File: src/hw/rtl/sabs_pkg.sv
package sabs_pkg;

  localparam int unsigned TABLE_DEPTH = 1024;
  localparam int unsigned SAMPLE_BITS = 32;
  localparam int unsigned IDX_W       = $clog2(TABLE_DEPTH);
  localparam int unsigned CNT_W       = IDX_W + 1;
  localparam int unsigned KEY_W       = SAMPLE_BITS;
  localparam int unsigned SUM_W       = KEY_W + 1;

  typedef enum logic [1:0] {
    KIND_CLEAR  = 2'd0,
    KIND_APPEND = 2'd1,
    KIND_QUERY  = 2'd2
  } sabs_kind_e;

  typedef enum logic [1:0] {
    STATUS_OK        = 2'd0,
    STATUS_FULL      = 2'd1,
    STATUS_PAST_END  = 2'd2
  } sabs_status_e;

  typedef struct packed {
    logic             en;
    logic [IDX_W-1:0] addr;
    logic [KEY_W-1:0] data;
  } sabs_wr_t;

endpackage

File: src/hw/rtl/sabs_cmp.sv
module sabs_cmp (
  input  logic [sabs_pkg::SUM_W-1:0] a_i,
  input  logic [sabs_pkg::SUM_W-1:0] c_i,
  input  logic [sabs_pkg::SUM_W-1:0] b_i,
  output logic                       lt_o,
  output logic                       eq_o
);
  import sabs_pkg::*;

  logic [SUM_W-1:0] sum;

  // compare a + c against b, unsigned
  assign sum  = a_i + c_i;
  assign lt_o = (sum < b_i);
  assign eq_o = (sum == b_i);

endmodule

File: config.mk
export PLATFORM = sky130hd
export DESIGN_NAME = sabs_cmp
export DESIGN_NICKNAME = d
export VERILOG_FILES = /design/src/hw/rtl/sabs_pkg.sv /design/src/hw/rtl/sabs_cmp.sv
export SDC_FILE = /design/constraint.sdc
export NUM_CORES = 1
export LEC_CHECK = 0
export BUFFER_PORTS_ARGS = -buffer_cell sky130_fd_sc_hd__buf_2
export CORE_ASPECT_RATIO = 1.2
export CORE_MARGIN = 1.5
export CORE_UTILIZATION = 35
export DETAILED_ROUTE_END_ITERATION = 12
export PLACE_DENSITY = 0.64
export REMOVE_ABC_BUFFERS = 1
export SYNTH_ARGS = -nofsm -noshare
export SYNTH_HDL_FRONTEND = slang
export SYNTH_SLANG_ARGS = --single-unit
File: constraint.sdc
create_clock -name vclk -period 4.7
set_clock_uncertainty 0.1 [all_clocks]
set_input_delay 0.47 -clock vclk [all_inputs]
set_output_delay 0.47 -clock vclk [all_outputs]
set_load 0.02 [all_outputs]
* After elaboration in Yosys (flattened, before gate mapping)
Cells that the tools add are included.
** Operators by class
- Add/subtract/negate cells :: 1
- Order comparisons :: 1
- Equal/unequal tests :: 1
** Operators with widths (number)
- 33-bit adder :: 1
- 33-bit == test :: 1
- 33-bit < comparator :: 1
** Word-level totals
- Register bits :: 0
- Bits of input ports :: 99

* Logic depth before layout (Yosys ltp)
- Depth after elaboration :: 2
- Mapped depth :: 17
- Depth with buffers taken out :: 17

* Worst setup path after synthesis
OpenSTA, ideal clock, no wires.
- Kind :: input to output
- From :: in a_i[17] in the netlist's numbering
- To :: out eq_o
- Arrival :: 3.698 ns
- Path slack :: 0.432 ns
- Stages on the path :: 14
- Cells stage by stage :: ha_1 buf_2 nand4_2 or3_1 or3_1 o211ai_2 a221o_2 a21oi_2 xnor2_1 ha_1 nand4_1 nor4_1 nand3_1 nor4_1
** Between the ends
- Word-level cells in the longest chain between the ends :: 2
** RTL lines
- start: declaration :: RTL line sabs_cmp.sv:2 : input logic [sabs_pkg::SUM_W-1:0] a_i,
- 33-bit adder :: RTL line sabs_cmp.sv:13 : assign sum = a_i + c_i;
- 33-bit == test :: RTL line sabs_cmp.sv:15 : assign eq_o = (sum == b_i);
- end: declaration :: RTL line sabs_cmp.sv:6 : output logic eq_o
No other way between the ends.

* Worst setup path after layout
- From :: in a_i[0] in the netlist's numbering
- To :: out lt_o
** Between the ends
- Word-level cells in the longest chain between the ends :: 2
** RTL lines
- 33-bit adder :: RTL line sabs_cmp.sv:13
- 33-bit < comparator :: RTL line sabs_cmp.sv:14 : assign lt_o = (sum < b_i);
- end: declaration :: RTL line sabs_cmp.sv:5 : output logic lt_o,
No other way between the ends.

==> flow_metrics.env <==
export IMPL_place_congestion=0.924
export IMPL_worstSetupEndpointType="primary output"
export IMPL_start_util_pct=35.7
export IMPL_yosysSeqAreaShare_pct=0
export IMPL_cp_num_cells=18
export IMPL_fillerInstances=773
export IMPL_met1Wirelength_um=3080
export IMPL_crit_family="compound AO/OA/AOI/OAI gates"
export IMPL_wirelength_um=7140
export IMPL_grt_pass1_vias=2860
export IMPL_period_share_pct=95.9
export IMPL_synth_most_common_cell="sky130_fd_sc_hd__ha_1"
export IMPL_layout_drive_gt1_share_pct=25.5
export IMPL_clkbuf_count=0
export IMPL_post_route_min_period_ns=4.51
export IMPL_synth_top_area_cell="sky130_fd_sc_hd__ha_1"
export IMPL_required_ns=4.13
export IMPL_peakVddDrop_mv=0.0645
export IMPL_ctsHoldBuffers=0
export IMPL_die_area_mm2=0.00786
export IMPL_route_antenna_remaining_nets=0
export IMPL_post_place_ws_ns=0.145
export IMPL_drt_first_iter_violations=138
export IMPL_timing_hold_violations_final=0
export IMPL_grt_first_pass_wirelength_um=11900
export IMPL_worst_slew_pin_transition_ns=0.453
export IMPL_netlist_top_cells_count="65 x sky130_fd_sc_hd__ha_1, 42 x sky130_fd_sc_hd__inv_1, 40 x sky130_fd_sc_hd__a21oi_1, 29 x sky130_fd_sc_hd__nor2_1, 25 x sky130_fd_sc_hd__nand2_1"
export IMPL_cts_repair_resize_count=0
export IMPL_fin_setup_tns_ns=0
export IMPL_place_hpwl_um=6490
export IMPL_seq_cells=0
export IMPL_grt_start_max_net_pins=10
export IMPL_rows=34
export IMPL_power_leakage_uw=0.00172
export IMPL_global_route_overflow_total=0
export IMPL_worstSetupPathType="input port to primary output"
export IMPL_setup_ws_ns=0.194
export IMPL_cell_with_the_biggest_individual_delay_on_the_critical_path="sky130_fd_sc_hd__a221o_2"
export IMPL_rsz_0062_raised_after_global_routing="no"
export IMPL_critPathLaunchType="input port"
export IMPL_maxCapViolations=0
export IMPL_final_seq_area_um2=0
export IMPL_syn_avg_cell_area_um2=6.99
export IMPL_avgRoutedWirePerCell_um=12.9
export IMPL_max_freq_ghz=0.222
export IMPL_path_cells="buf_2, ha_1, inv_1, fa_1, nor2b_1, o2111ai_1, and3_1, o211ai_2, a221o_2, a21oi_2, xnor2_1, ha_1, a21o_1, a21o_1, a211oi_1, o21ai_0, a211oi_2, buf_2"
export IMPL_syn_to_final_growth_pct=24.4
export IMPL_timing_final_setup_violations=0
export IMPL_critical_path_buffers_and_inverters=3
export IMPL_floorplan_core_area_mm2=0.00719
export IMPL_status="finished clean"
export IMPL_postSynthCellCount=367
export IMPL_final_core_util_pct=44.4
export IMPL_synth_lib_cells_used_distinct=48
export IMPL_min_delay_path_class="input port to primary output"
export IMPL_routed_length_on_met2_um=3700
export IMPL_antenna_found_initial=0
export IMPL_cts_post_setup_buffers_inserted=0
export IMPL_netlist_area_mm2=0.00257
export IMPL_post_route_drc_count=0
export IMPL_floorplan_die_width_um=81.2
export IMPL_synth_top_area_share_pct=31.7
export IMPL_arrival_time_of_the_worst_setup_path_ns=3.94
export IMPL_worst_slew_margin_rel_pct=69.6
export IMPL_placement_io_buffers=101
export IMPL_detail_route_met3_wl_um=337
export IMPL_cp_max_fo=3
export IMPL_routed_via_density=5.31
export IMPL_crit_path_end="lt_o"
export IMPL_routed_via_count=2935
export IMPL_setup_worst_path_start="a_i[0]"
export IMPL_drtPass1Iterations=4
export IMPL_antenna_diode_count=0
export IMPL_multi_input_comb_area_mm2=0.00240
export IMPL_final_max_slew_viol_count=0
export IMPL_boundaryPins=101
export IMPL_ys_warnings_count=0
export IMPL_maxUsedRoutingLayer="met4"
export IMPL_die_height_um=96.8
export IMPL_worst_path_largest_cell_delay_ns=0.43
export IMPL_pwr_density_cell_mw_per_mm2=147
export IMPL_global_route_usage_total_pct=18.2
export IMPL_layout_nets=630
export IMPL_netlist_top_cells_area="sky130_fd_sc_hd__ha_1 32%, sky130_fd_sc_hd__a21oi_1 7.8%, sky130_fd_sc_hd__inv_1 6.1%, sky130_fd_sc_hd__xnor2_1 5.8%, sky130_fd_sc_hd__a21o_1 5.3%"
export IMPL_p_total_uw=470
[power by group]
group          switching [uW]  leakage (uW)  total, uW  internal, uW
Sequential                  0             0          0             0
Combinational             254       0.00172        470           216
Clock                       0             0          0             0
[cell families after synthesis]
logic type | count (synthesis) | share of synthesized area [%]
and+or+nand+nor | 103 | 19.8
AOI/OAI and AO/OA | 117 | 29.3
adders and majority gates | 66 | 32.5
xor gates and xnor gates | 32 | 10.9
buffers and inverters | 49 | 7.51
[area by class of cell]
| type | count | share of cell area [%] |
|---|---|---|
| inverters | 42 | 4.94 |
| multi-input cells | 318 | 75.2 |
| well taps | 90 | 3.53 |
| repair buffers | 103 | 16.3 |
[metal layers]
| metal | vias to the layer above | GRT usage [%] |
|---|---|---|
| met4 | 0 | 1.19 |
| met1 | 1314 | 23.4 |
| met3 | 2 | 0.472 |
| met5 | - | 0 |
| met2 | 90 | 34.1 |
| li1 | 1529 | - |
[per-stage QoR]
| step | instance area (um^2) | hold slack [ns] | cells |
|---|---|---|---|
| after floorplan | 2530 | 1.18 | 360 |
| after global placement | 3160 | 1.38 | 553 |
| after detailed placement | 3160 | 1.39 | 553 |
| after CTS | 3160 | 1.39 | 553 |
| after global routing | 3190 | 1.42 | 553 |
| final | 3190 | 1.38 | 553 |
[worst min-delay path by stage]
stage	start	end	depth (start not counted)
2_1_floorplan	b_i[0]	eq_o	3
3_3_place_gp	b_i[0]	eq_o	5
3_5_place_dp	b_i[0]	eq_o	5
4_1_cts	b_i[0]	eq_o	5
5_1_grt	b_i[0]	eq_o	5
6_report	b_i[0]	eq_o	5
[cells in the final DEF, fill, tap and decap left out, types with 4 or more instances in the layout]
master / count
sky130_fd_sc_hd__a21oi_1: 39
sky130_fd_sc_hd__nand4_1: 14
sky130_fd_sc_hd__nand3_1: 9
sky130_fd_sc_hd__nor2_1: 29
sky130_fd_sc_hd__o21ai_0: 18
sky130_fd_sc_hd__a211oi_1: 5
sky130_fd_sc_hd__a21o_1: 18
sky130_fd_sc_hd__xor2_1: 15
sky130_fd_sc_hd__o21bai_1: 4
sky130_fd_sc_hd__inv_1: 42
sky130_fd_sc_hd__o21a_1: 4
sky130_fd_sc_hd__nand2_1: 25
sky130_fd_sc_hd__ha_1: 63
sky130_fd_sc_hd__buf_2: 101
sky130_fd_sc_hd__nor3_1: 5
sky130_fd_sc_hd__nor2b_1: 5
sky130_fd_sc_hd__xnor2_1: 17
No activity file was read; power rests on OpenSTA's default activity.
